$ cat src/design/nlt_pkg.sv
// ---------------------------------------------------------------------------
// nlt_pkg: shared types and constants of the node liveness table
// Item and result layouts, command codes, register map and reset values.
// ---------------------------------------------------------------------------
`default_nettype none

package nlt_pkg;

  // command codes of the kind field
  localparam logic [1:0] KIND_OBSERVE = 2'd0;
  localparam logic [1:0] KIND_TICK    = 2'd1;
  localparam logic [1:0] KIND_QUERY   = 2'd2;

  // message classes of an observed packet
  localparam logic [1:0] CLASS_OTHER     = 2'd0;
  localparam logic [1:0] CLASS_HEARTBEAT = 2'd1;
  localparam logic [1:0] CLASS_FAULT     = 2'd2;

  // register map, index taken from paddr[2]
  localparam int unsigned APB_ADDR_W         = 3;
  localparam logic        REG_HB_INTERVAL    = 1'b0;
  localparam logic        REG_OFFLINE_TIMEOUT = 1'b1;

  localparam logic [31:0] HB_INTERVAL_RST     = 32'd1000;
  localparam logic [31:0] OFFLINE_TIMEOUT_RST = 32'd3000;

  localparam logic [15:0] FAULTS_MAX = 16'hFFFF;

  typedef struct packed {
    logic [1:0]  kind;
    logic [31:0] now_time;
    logic [7:0]  node_address;
    logic [1:0]  message_class;
    logic        tx_ready;
  } nlt_cmd_t;

  typedef struct packed {
    logic        heartbeat_sent;
    logic        found;
    logic        table_full;
    logic        node_online;
    logic [31:0] seen_time;
    logic [31:0] heartbeat_time;
    logic [15:0] faults;
    logic [4:0]  known_count;
  } nlt_res_t;

  typedef struct packed {
    logic [31:0] heartbeat_interval;
    logic [31:0] offline_timeout;
  } nlt_cfg_t;

  typedef enum logic [1:0] {
    ST_IDLE,
    ST_HBEAT,
    ST_WALK,
    ST_FINISH
  } nlt_state_e;

endpackage

`default_nettype wire

$ cat src/design/nlt_apb_regs.sv
// ---------------------------------------------------------------------------
// nlt_apb_regs: configuration registers of the node liveness table
// APB-style slave, zero wait states, holding interval and timeout.
// ---------------------------------------------------------------------------
`default_nettype none

module nlt_apb_regs (
  input  wire logic                          clk_i,
  input  wire logic                          rst_ni,
  input  wire logic                          psel,
  input  wire logic                          penable,
  input  wire logic                          pwrite,
  input  wire logic [nlt_pkg::APB_ADDR_W-1:0] paddr,
  input  wire logic [31:0]                   pwdata,
  output logic      [31:0]                   prdata,
  output logic                               pready,
  output nlt_pkg::nlt_cfg_t                  cfg_o
);

  nlt_pkg::nlt_cfg_t cfg_q;
  logic              wr_en;

  assign pready = 1'b1;
  assign wr_en  = psel & penable & pwrite & pready;
  assign cfg_o  = cfg_q;

  always_ff @(posedge clk_i or negedge rst_ni) begin
    if (!rst_ni) begin
      cfg_q.heartbeat_interval <= nlt_pkg::HB_INTERVAL_RST;
      cfg_q.offline_timeout    <= nlt_pkg::OFFLINE_TIMEOUT_RST;
    end else if (wr_en) begin
      case (paddr[2])
        nlt_pkg::REG_HB_INTERVAL:     cfg_q.heartbeat_interval <= pwdata;
        nlt_pkg::REG_OFFLINE_TIMEOUT: cfg_q.offline_timeout    <= pwdata;
        default: ;
      endcase
    end
  end

  always_comb begin
    case (paddr[2])
      nlt_pkg::REG_HB_INTERVAL:     prdata = cfg_q.heartbeat_interval;
      nlt_pkg::REG_OFFLINE_TIMEOUT: prdata = cfg_q.offline_timeout;
      default:                      prdata = 32'd0;
    endcase
  end

endmodule

`default_nettype wire

$ cat src/design/node_liveness_table.sv
// ---------------------------------------------------------------------------
// node_liveness_table: heartbeat liveness monitor for a table of nodes
// Sequencer walks the entry memory one slot a cycle through a shared
// wrapping subtract-and-compare unit.
// ---------------------------------------------------------------------------
// Usage:
//   Command channel: drive cmd_i and raise start while busy is low; the
//   item is taken at that edge and busy stays high until it is done.
//   Result channel: done_o pulses for one cycle with res_o; the receiver
//   cannot stall, so the result must be taken in that cycle.
//   Config: APB-style port, heartbeat_interval at 0x0, offline_timeout at
//   0x4, no wait states. Write only while busy is low.
// Flow: observe and query items walk every slot; a tick first passes
//   through the own-heartbeat check; an unused kind goes straight to the
//   finishing step. busy drops with done_o, so a new item can be
//   taken in the cycle its predecessor's result is shown.
//   The walk goes over the entry memory (one read and one write port),
//   one slot per cycle, followed by the registered read, a drain step,
//   the finishing step and the result register.
// Reset: table emptied (valid bits cleared, count zero), last send time
//   zero, registers back to 1000 and 3000; no clearing pass is needed.
// ---------------------------------------------------------------------------
`default_nettype none

module node_liveness_table #(
  parameter int unsigned NODE_SLOTS = 16,
  parameter int unsigned ADDR_BITS  = 8
) (
  input  wire logic                           clk_i,
  input  wire logic                           rst_ni,
  input  wire logic                           start,
  output logic                                busy,
  input  wire nlt_pkg::nlt_cmd_t              cmd_i,
  output logic                                done_o,
  output nlt_pkg::nlt_res_t                   res_o,
  input  wire logic                           psel,
  input  wire logic                           penable,
  input  wire logic                           pwrite,
  input  wire logic [nlt_pkg::APB_ADDR_W-1:0] paddr,
  input  wire logic [31:0]                    pwdata,
  output logic      [31:0]                    prdata,
  output logic                                pready
);

  localparam int unsigned AW = (ADDR_BITS < 8) ? ADDR_BITS : 8;
  localparam int unsigned IW = (NODE_SLOTS > 1) ? $clog2(NODE_SLOTS) : 1;
  localparam int unsigned CW = $clog2(NODE_SLOTS + 1);

  typedef struct packed {
    logic [AW-1:0] addr;
    logic          online;
    logic [31:0]   seen;
    logic [31:0]   hb;
    logic [15:0]   faults;
  } entry_t;

  nlt_pkg::nlt_cfg_t cfg;

  nlt_apb_regs u_regs (
    .clk_i   (clk_i),
    .rst_ni  (rst_ni),
    .psel    (psel),
    .penable (penable),
    .pwrite  (pwrite),
    .paddr   (paddr),
    .pwdata  (pwdata),
    .prdata  (prdata),
    .pready  (pready),
    .cfg_o   (cfg)
  );

  // control state
  nlt_pkg::nlt_state_e   state_q, state_d;
  logic [CW-1:0]         rd_cnt_q, rd_cnt_d;
  logic                  chk_pend_q, chk_pend_d;
  logic                  hit_q, hit_d;
  logic                  free_q, free_d;
  logic                  hb_sent_q, hb_sent_d;
  logic [NODE_SLOTS-1:0] valid_q, valid_d;
  logic [CW-1:0]         cnt_q, cnt_d;
  logic [31:0]           last_tx_q, last_tx_d;
  logic                  done_q, done_d;
  // payload
  nlt_pkg::nlt_cmd_t     cmd_q, cmd_d;
  logic [IW-1:0]         chk_idx_q, chk_idx_d;
  logic [IW-1:0]         slot_q, slot_d;
  logic [IW-1:0]         free_idx_q, free_idx_d;
  entry_t                ent_q, ent_d;
  nlt_pkg::nlt_res_t     res_q, res_d;

  // entry memory, one write and one registered read per cycle
  entry_t                mem [NODE_SLOTS];
  entry_t                rdata_q;
  logic                  mem_re, mem_we;
  logic [IW-1:0]         mem_raddr, mem_waddr;
  entry_t                mem_wdata;

  // shared wrapping subtract-and-compare unit
  logic [31:0]           cmp_opnd, cmp_lim, cmp_diff;
  logic                  cmp_ge;

  logic [AW-1:0]         key;
  logic                  chk_valid;
  logic [IW-1:0]         upd_slot;
  entry_t                upd;
  logic [8:0]            cnt_ext;

  assign key       = cmd_q.node_address[AW-1:0];
  assign chk_valid = valid_q[chk_idx_q];

  assign cmp_opnd = (state_q == nlt_pkg::ST_HBEAT) ? last_tx_q : rdata_q.seen;
  assign cmp_lim  = (state_q == nlt_pkg::ST_HBEAT) ? cfg.heartbeat_interval
                                                   : cfg.offline_timeout;
  assign cmp_diff = cmd_q.now_time - cmp_opnd;
  assign cmp_ge   = (cmp_diff >= cmp_lim);

  assign busy   = (state_q != nlt_pkg::ST_IDLE);
  assign done_o = done_q;
  assign res_o  = res_q;

  always_comb begin
    state_d    = state_q;
    rd_cnt_d   = rd_cnt_q;
    chk_pend_d = 1'b0;
    chk_idx_d  = chk_idx_q;
    hit_d      = hit_q;
    free_d     = free_q;
    hb_sent_d  = hb_sent_q;
    valid_d    = valid_q;
    cnt_d      = cnt_q;
    last_tx_d  = last_tx_q;
    done_d     = 1'b0;
    cmd_d      = cmd_q;
    slot_d     = slot_q;
    free_idx_d = free_idx_q;
    ent_d      = ent_q;
    res_d      = res_q;
    mem_re     = 1'b0;
    mem_raddr  = rd_cnt_q[IW-1:0];
    mem_we     = 1'b0;
    mem_waddr  = chk_idx_q;
    mem_wdata  = rdata_q;
    upd_slot   = hit_q ? slot_q : free_idx_q;
    upd        = ent_q;
    cnt_ext    = 9'd0;

    case (state_q)
      nlt_pkg::ST_IDLE: begin
        if (start) begin
          cmd_d     = cmd_i;
          rd_cnt_d  = '0;
          hit_d     = 1'b0;
          free_d    = 1'b0;
          hb_sent_d = 1'b0;
          case (cmd_i.kind)
            nlt_pkg::KIND_OBSERVE: state_d = nlt_pkg::ST_WALK;
            nlt_pkg::KIND_QUERY:   state_d = nlt_pkg::ST_WALK;
            nlt_pkg::KIND_TICK:    state_d = nlt_pkg::ST_HBEAT;
            default:               state_d = nlt_pkg::ST_FINISH;
          endcase
        end
      end

      nlt_pkg::ST_HBEAT: begin
        if (cmp_ge && cmd_q.tx_ready) begin
          last_tx_d = cmd_q.now_time;
          hb_sent_d = 1'b1;
        end
        state_d = nlt_pkg::ST_WALK;
      end

      nlt_pkg::ST_WALK: begin
        // read slot rd_cnt while checking the slot read in the previous cycle
        if (rd_cnt_q < CW'(NODE_SLOTS)) begin
          mem_re     = 1'b1;
          chk_pend_d = 1'b1;
          chk_idx_d  = rd_cnt_q[IW-1:0];
          rd_cnt_d   = rd_cnt_q + CW'(1);
        end else if (!chk_pend_q) begin
          state_d = nlt_pkg::ST_FINISH;
        end
        if (chk_pend_q) begin
          if (cmd_q.kind == nlt_pkg::KIND_TICK) begin
            if (chk_valid && rdata_q.online && cmp_ge) begin
              mem_we           = 1'b1;
              mem_wdata        = rdata_q;
              mem_wdata.online = 1'b0;
            end
          end else begin
            if (chk_valid && (rdata_q.addr == key) && !hit_q) begin
              hit_d  = 1'b1;
              slot_d = chk_idx_q;
              ent_d  = rdata_q;
            end
            if (!chk_valid && !free_q) begin
              free_d     = 1'b1;
              free_idx_d = chk_idx_q;
            end
          end
        end
      end

      nlt_pkg::ST_FINISH: begin
        res_d   = '0;
        done_d  = 1'b1;
        state_d = nlt_pkg::ST_IDLE;
        case (cmd_q.kind)
          nlt_pkg::KIND_OBSERVE: begin
            if (hit_q || free_q) begin
              if (!hit_q) begin
                // fresh entry starts from the reset values
                upd.addr   = key;
                upd.hb     = 32'd0;
                upd.faults = 16'd0;
                cnt_d      = cnt_q + CW'(1);
              end
              upd.online = 1'b1;
              upd.seen   = cmd_q.now_time;
              if (cmd_q.message_class == nlt_pkg::CLASS_HEARTBEAT) begin
                upd.hb = cmd_q.now_time;
              end else if (cmd_q.message_class == nlt_pkg::CLASS_FAULT &&
                           upd.faults != nlt_pkg::FAULTS_MAX) begin
                upd.faults = upd.faults + 16'd1;
              end
              mem_we            = 1'b1;
              mem_waddr         = upd_slot;
              mem_wdata         = upd;
              valid_d[upd_slot] = 1'b1;
              res_d.found          = 1'b1;
              res_d.node_online    = 1'b1;
              res_d.seen_time      = upd.seen;
              res_d.heartbeat_time = upd.hb;
              res_d.faults         = upd.faults;
            end else begin
              res_d.table_full = 1'b1;
            end
          end
          nlt_pkg::KIND_QUERY: begin
            if (hit_q) begin
              res_d.found          = 1'b1;
              res_d.node_online    = ent_q.online;
              res_d.seen_time      = ent_q.seen;
              res_d.heartbeat_time = ent_q.hb;
              res_d.faults         = ent_q.faults;
            end
          end
          nlt_pkg::KIND_TICK: begin
            res_d.heartbeat_sent = hb_sent_q;
          end
          default: ;
        endcase
        cnt_ext           = 9'(cnt_d);
        res_d.known_count = (cnt_ext > 9'd31) ? 5'd31 : cnt_ext[4:0];
      end

      default: state_d = nlt_pkg::ST_IDLE;
    endcase
  end

  always_ff @(posedge clk_i or negedge rst_ni) begin
    if (!rst_ni) begin
      state_q    <= nlt_pkg::ST_IDLE;
      rd_cnt_q   <= '0;
      chk_pend_q <= 1'b0;
      hit_q      <= 1'b0;
      free_q     <= 1'b0;
      hb_sent_q  <= 1'b0;
      valid_q    <= '0;
      cnt_q      <= '0;
      last_tx_q  <= 32'd0;
      done_q     <= 1'b0;
    end else begin
      state_q    <= state_d;
      rd_cnt_q   <= rd_cnt_d;
      chk_pend_q <= chk_pend_d;
      hit_q      <= hit_d;
      free_q     <= free_d;
      hb_sent_q  <= hb_sent_d;
      valid_q    <= valid_d;
      cnt_q      <= cnt_d;
      last_tx_q  <= last_tx_d;
      done_q     <= done_d;
    end
  end

  always_ff @(posedge clk_i) begin
    cmd_q      <= cmd_d;
    chk_idx_q  <= chk_idx_d;
    slot_q     <= slot_d;
    free_idx_q <= free_idx_d;
    ent_q      <= ent_d;
    res_q      <= res_d;
  end

  always_ff @(posedge clk_i) begin
    if (mem_we) begin
      mem[mem_waddr] <= mem_wdata;
    end
    if (mem_re) begin
      rdata_q <= mem[mem_raddr];
    end
  end

`ifndef SYNTHESIS
  a_done_after_finish: assert property (@(posedge clk_i) disable iff (!rst_ni)
    done_o |-> $past(state_q == nlt_pkg::ST_FINISH))
    else $error("result strobe without a finishing step");

  a_busy_after_accept: assert property (@(posedge clk_i) disable iff (!rst_ni)
    (start && !busy) |=> busy)
    else $error("accepted item did not make the block busy");

  a_count_bound: assert property (@(posedge clk_i) disable iff (!rst_ni)
    cnt_q <= CW'(NODE_SLOTS))
    else $error("entry count above table size");

  a_full_only_when_full: assert property (@(posedge clk_i) disable iff (!rst_ni)
    (done_o && res_o.table_full) |-> (cnt_q == CW'(NODE_SLOTS) && (&valid_q)))
    else $error("packet dropped while a slot was free");

  a_count_tracks_fill: assert property (@(posedge clk_i) disable iff (!rst_ni)
    (state_q == nlt_pkg::ST_IDLE) |-> ($countones(valid_q) == int'(cnt_q)))
    else $error("fill count out of step with valid bits");
`endif

endmodule

`default_nettype wire

$ cat config.mk
export PLATFORM = sky130hd
export DESIGN_NAME = node_liveness_table
export DESIGN_NICKNAME = d
export VERILOG_FILES = /design/src/design/nlt_pkg.sv /design/src/design/nlt_apb_regs.sv /design/src/design/node_liveness_table.sv
export SDC_FILE = /design/constraint.sdc
export NUM_CORES = 2
export LEC_CHECK = 0
export BUFFER_PORTS_ARGS = -buffer_cell sky130_fd_sc_hd__buf_2
export CAP_MARGIN = 15
export CORE_ASPECT_RATIO = 1.25
export CORE_UTILIZATION = 62
export DETAILED_ROUTE_END_ITERATION = 8
export GPL_TIMING_DRIVEN = 0
export PLACE_DENSITY_LB_ADDON = 0.12
export SLEW_MARGIN = 5
export SYNTH_ARGS = -nofsm -noshare
export SYNTH_HDL_FRONTEND = slang
export SYNTH_SLANG_ARGS = --single-unit
$ cat constraint.sdc
create_clock -name clk_i -period 17.62 [get_ports clk_i]
set_clock_uncertainty 0.1 [all_clocks]
set_input_delay 2.643 -clock clk_i [delete_from_list [all_inputs] [get_ports clk_i]]
set_output_delay 2.643 -clock clk_i [all_outputs]
set_load 0.01 [all_outputs]
Yosys cells after proc, flatten, opt, wreduce, memory -nomap -nowiden

Memory sizes are Yosys's and may differ from the RTL's. A register that Yosys moved wholly into a read port is not among the register bits.
Index checks and enable logic that the tools add are counted.

Flip-flop bits (word level): 364
Output and inout port bits: 124
Word-level logic and storage cells: 164
Input port bits: 86
RAM bits: 1,424
Memories: 1

Memories:

| memory | depth | bits a word | read ports | clocked after Yosys merged registers in | write ports | RTL line                  | RTL |
|---|---|---|---|---|---|---|---|
| mem    | 16    | 89          | 1          | 1                                       | 1           | node_liveness_table.sv:92 | `entry_t mem [NODE_SLOTS];` |

Add/sub/neg operators: 4
Equality and inequality tests: 20
Reduce and logical (&&, ||, !) cells: 32
Bitwise operators: 5
$lt $le $gt $ge: 5
Muxes and demuxes: 64

Operators by type and width:

| operator              | count |
|---|---|
| $mux 81               | 5 |
| $mux 48               | 4 |
| $mux 89               | 2 |
| $pmux 89 s2           | 1 |
| $pmux 81 s2           | 1 |
| $mux 32               | 3 |
| $pmux 32 s2           | 1 |
| $ge 32x32->1          | 1 |
| $mux 16               | 2 |
| $sub 32x32->32        | 1 |
| $mux 5                | 5 |
| $mux 1                | 22 |
| $add 16x1->16 const B | 1 |
| $mux 4                | 4 |
| $ne 16x16->1 const B  | 1 |
| $ne 2x2->1 const B    | 8 |
| $or 16x16->16         | 1 |
| $reduce_and 3->1      | 4 |
| $add 5x1->5 const B   | 2 |
| $eq 2x2->1 const B    | 5 |
| $lt 4x5->1 const B    | 2 |
| $pmux 1 s2            | 5 |
| $pmux 5 s2            | 1 |
| $reduce_and 2->1      | 5 |
| other kinds (21)      | 43 |

Longest topological paths before layout

Word-level depth: 11
Mapped depth: 25
Depth with buffers taken out: 22

Modules after synthesis

From an unflattened synthesis, not the netlist that was laid out.

Cells, all modules: 3,587
Area total of the unflattened synthesis: 74,555.3 sq um

By module, submodules not included:

| module              | area an instance (sq um) | times used | cells each | sequential area each (sq um) |
|---|---|---|---|---|
| node_liveness_table | 71,627.4                 | 1          | 3,413      | 54,116.9 |
| nlt_apb_regs        | 2,927.8                  | 1          | 174        | 1,617.8 |

Worst setup path after synthesis

OpenSTA, ideal clock, no wires.

Path kind: register to register
Start point: reg state_q[1]
End point: mem mem[10][0] in the netlist's numbering (enable)
Required time: 16.852 ns
Arrival: 11.651 ns
Buffers on the path: 4
Period minus slack after synthesis: 12.418 ns
Stages on the path, launching flop included: 24
Library setup time: 0.668 ns
Slack: 5.202 ns
Path through: dfrtp_1 -> inv_1 -> ha_1 -> clkbuf_1 -> clkbuf_1 -> mux2i_1 -> ha_1 -> buf_6 -> a21oi_2 -> o21ai_2 -> o221a_4 -> a311oi_4 -> a21oi_2 -> a221o_1 -> a21oi_1 -> xnor2_1 -> ha_1 -> nand4_1 -> or2_2 -> nor4_1 -> a21boi_2 -> or2_2 -> buf_2 -> o31ai_1

Word-level cells in the longest chain between the ends: 11
Elaborated cells on any way between the ends: 15
Classes of those cells: add/sub: 1; order compare: 1; eq/ne: 3; mux: 9; reduce/logical: 1

Ends and longest elaborated chain:

| element                      | RTL line                                               | RTL |
|---|---|---|
| from (decl)                  | node_liveness_table.sv:73                              | `nlt_pkg::nlt_state_e state_q, state_d;` |
| from (signal assigned)       | node_liveness_table.sv:262                             | `state_q <= nlt_pkg::ST_IDLE;` |
| from (signal assigned)       | node_liveness_table.sv:273                             | `state_q <= state_d;` |
| $eq 2x1->1                   | node_liveness_table.sv:111, node_liveness_table.sv:112 |  |
| $mux 32                      | node_liveness_table.sv:111                             | `assign cmp_opnd = (state_q == nlt_pkg::ST_HBEAT) ? last_tx_q : rdata_q.seen;` |
| $sub 32x32->32               | node_liveness_table.sv:114                             | `assign cmp_diff = cmd_q.now_time - cmp_opnd;` |
| $ge 32x32->1                 | node_liveness_table.sv:115                             | `assign cmp_ge = (cmp_diff >= cmp_lim);` |
| $logic_and 1x1->1            | node_liveness_table.sv:184                             | `if (chk_valid && rdata_q.online && cmp_ge) begin` |
| $mux 1                       | node_liveness_table.sv:184                             |  |
| $mux 1                       | node_liveness_table.sv:183                             | `if (cmd_q.kind == nlt_pkg::KIND_TICK) begin` |
| $mux 1                       | node_liveness_table.sv:182                             | `if (chk_pend_q) begin` |
| $pmux 1 s2                   | node_liveness_table.sv:147                             | `case (state_q)` |
| $mux 1                       | node_liveness_table.sv:296                             | `if (mem_we) begin` |
| $mux 1 (implied by the code) | node_liveness_table.sv:297                             | `mem[mem_waddr] <= mem_wdata;` |
| to (decl)                    | node_liveness_table.sv:92                              |  |

Several ways; a longest one is shown, not always the timed one.

Final worst setup path

Start point: reg state_q[1]
End point: mem mem[1][35] in the netlist's numbering (enable)

The elaborated chain is that of the path after synthesis.

==> flow_summary.json <==
{
  "multiInputGateArea_mm2": 0.0182,
  "cpMaxStageDelayCell": "nor4b_1",
  "drive_gt1_share_pct": 29.4,
  "syn_avg_cell_area_um2": 20.5,
  "syn_nets": 3792,
  "crit_fanout": 34,
  "grt-ovfl-total": 0,
  "critPathCaptureType": "flop",
  "numPortBuffers": 205,
  "crit_top_cell": "ha_1",
  "cp_slowest_stage_delay_ns": 1.12,
  "antenna_found_initial": 7,
  "rows": 141,
  "die_width_um": 312,
  "synth_area_mm2": 0.0746,
  "synth_most_common_cell": "edfxtp_1",
  "fillers": 6797,
  "initial_core_util_pct": 62.8,
  "syn_inst": 3634,
  "busiest_layer": "met2",
  "path_clk_slew_ns": 0.06,
  "setup_slack_ns": 8.19,
  "path_class": "flop to flop",
  "netlist.top_cell.by_area": "edfxtp_1",
  "dp_slack_ns": 8.32,
  "place.gp.congestion": 0.884,
  "nets": 4335,
  "grt_max_degree": 75,
  "cts_buffers": 174,
  "via_per_inst": 6.88,
  "synth_top_area_share_pct": 70.4,
  "root_buffer": "clkbuf_16",
  "swShare_pct": 31.1,
  "timing.critical_path.max_delay_family": "compound AO/OA/AOI/OAI gates",
  "use_met1_pct": 44.2,
  "dieArea_mm2": 0.122,
  "drc": 0,
  "max-slew-margin-rel_pct": 6.42,
  "coreArea_mm2": 0.119,
  "stdcell_count": 5892,
  "grtUsageTotal_pct": 34.5,
  "wl_per_cell_um": 34.8,
  "power_frac_comb_pct": 29.2,
  "cts_hold_buf": 0,
  "synth_common_cells": "edfxtp_1 (1748), mux4_2 (450), nand2_1 (153)",
  "synth-seq-cells": 1877,
  "power.internal_mw": 9.71,
  "switching_power_mw": 4.38,
  "cts_buffer_depth": 3,
  "postCtsSetupBuffers": 0,
  "first_pass_iters": 5,
  "seqPwrFrac_pct": 43.1,
  "pin_count": 210,
  "hold_viol_final": 0,
  "ys.flop_type": "edfxtp_1",
  "clkSinkCount": 1877,
  "grt_pass1_vias": 41000,
  "drt-total-wl_mm": 205,
  "post-route-period-util_pct": 53.5,
  "ant_nets": 0,
  "final-setup-viol-count": 0,
  "vias": 40500,
  "syn2layout_area_growth_pct": 15.5,
  "drt_iter0_drc": 5647,
  "synthArstFlopShare_pct": 6.87,
  "fmax_ghz": 0.106,
  "hold_path_class": "flop to flop",
  "rsz0062_at_grt": "no",
  "p_leak_nw": 28.7,
  "clk_latency_ns": 0.83,
  "cap_viol_max_count": 0,
  "total_power_mw": 14.1,
  "finalMaxSlewViolations": 0,
  "yosysWarnings": 0,
  "path_cells": "inv_1 > ha_1 > clkbuf_1 > clkbuf_1 > mux2i_1 > ha_1 > a21oi_1 > inv_1 > o2111ai_1 > nand4_1 > a32oi_1 > a21oi_1 > and4b_1 > a311o_1 > ha_1 > nand4_1 > nor2_1 > nand2_1 > nor4_1 > a21boi_2 > nor4b_1 > o21a_4 > buf_16",
  "finalSetupTns_ns": 0,
  "start_kind": "flop",
  "dp_cells": 5564,
  "grt_pass1_wl_mm": 291,
  "htree_num_levels": 4,
  "ys_seq_area_share_pct": 74.7,
  "arrival_ns": 9.80,
  "worstMarginPinSlew_ns": 1.40,
  "status": "completed",
  "die_h_um": 390,
  "ctsResizeCount": 0,
  "regArea_mm2": 0.0557,
  "grt_use_met2_pct": 55.6,
  "power_density_mw_per_mm2": 163,
  "synth_cell_types": 73,
  "fin_crit_ns": 9.43,
  "pwr-share-clk_pct": 27.7,
  "ir_drop_mv": 0.126,
  "hpwl_mm": 132,
  "grt_use_met3_pct": 9.58,
  "crit_buf_inv": 5,
  "synth_enable_flop_cells": 1748,
  "crit_required_ns": 17.98,
  "synth_area_leaders": "edfxtp_1 (70%), mux4_2 (14%), dfrtp_1 (3.9%)",
  "cts_tree": "yes",
  "diodes": 0
}
## per-stage QoR
stage | hold slack (ns) | instance area (µm²) | utilization [%]
final | 0.343 | 86200 | 72.6
after global routing | 0.356 | 86200 | 72.6
after CTS | 0.336 | 86100 | 72.5
after detailed placement | 0.333 | 80200 | 67.6
after global placement | 0.327 | 77600 | 65.4
after floorplan | 0.323 | 74600 | -
## kinds of logic after synthesis
group / Yosys count / synth area share (%)
buffers and inverters: 219 / 1.18
AOI/OAI and AO/OA: 371 / 3.32
muxes: 657 / 16.6
DFF: 1877 / 74.7
adders and majority gates: 72 / 1.22
xor gates and xnor gates: 57 / 0.669
and+or+nand+nor: 380 / 2.32
other: 1 / 0.00503
## sequential cells by signal, indices dropped and copies added, names as in the netlist, 16 cells and up
signal	count
rdata_q	89
res_o	89
last_tx_q	32
ent_q	89
mem	1424
cmd_q	37
valid_q	16
u_regs.cfg_o	64
## layout make-up
class	instances	area share (%)
Buffer	191	0.900
Clock buffer	219	5.38
Clock inverter	99	1.42
Inverter	28	0.122
Sequential cell	1877	64.7
Tap cell	1573	2.28
Timing Repair Buffer	367	4.15
Multi-Input combinational cell	1538	21.1
## routing by layer
| metal | wire length, µm | share of wire (%) |
|---|---|---|
| met1 | 70300 | 34 |
| met2 | 99500 | 49 |
| met3 | 25300 | 12 |
| met4 | 9720 | 4.7 |
| met5 | 43 | 0.021 |
## final timing paths
path / startpoint / endpoint / slack [ns] / depth (start not counted)
max: state_q[1] / mem[1][35] / 8.19 / 23
min: rdata_q[42] / ent_q[42] / 0.34 / 0
max reg2reg: state_q[1] / mem[1][35] / 8.19 / 23
min reg2reg: rdata_q[42] / ent_q[42] / 0.34 / 0
max in group asynchronous: rst_ni / valid_q[9] / 14.90 / 2
min in group asynchronous: rst_ni / u_regs.cfg_o[58] / 1.75 / 1
## placed cells by master, fill, tap and decap left out, types with 7 or more instances in the layout
master / instances
clkbuf_1: 169
o21ai_1: 26
buf_12: 8
buf_8: 58
buf_2: 259
buf_16: 40
nand2_1: 153
buf_1: 22
mux4_2: 450
clkbuf_16: 178
ha_1: 70
edfxtp_1: 1748
o31ai_4: 8
clkinv_1: 34
buf_4: 24
a21oi_1: 86
nor3_1: 15
nand4_1: 25
nor2b_1: 12
bufinv_16: 26
clkinv_2: 20
mux2i_1: 74
a21o_1: 29
o21ai_0: 64
mux2_2: 115
nand3_1: 30
a22o_1: 66
xor2_1: 18
o22ai_1: 35
mux2_1: 18
nand2b_1: 16
dfrtp_1: 116
o21bai_1: 7
nor2_1: 87
and3_1: 8
buf_6: 15
dfstp_2: 13
xnor2_1: 39
inv_1: 27
## worst reg2reg max path, delay by kind of cell, from the launching register on
kind | cells | cell delay (ns)
AO/OA/AOI/OAI | 7 | 2.65
adder cells (fa/ha/maj) | 3 | 0.95
buffers and inverters | 5 | 2.10
flip-flops | 1 | 0.45
multiplexers | 1 | 0.34
AND/OR/NAND/NOR | 7 | 2.47
## power by group through the flow
stage / Sequential, mW / Combinational (mW) / Clock, mW
4_1_cts: 6.06 / 4.09 / 3.92
2_1_floorplan: 6.08 / 2.61 / 0
3_5_place_dp: 6.15 / 4.05 / 0
3_3_place_gp: 6.23 / 3.81 / 0
5_1_grt: 6.10 / 4.38 / 4.09
6_report: 6.08 / 4.12 / 3.90
(Power assumes the default switching activity.)
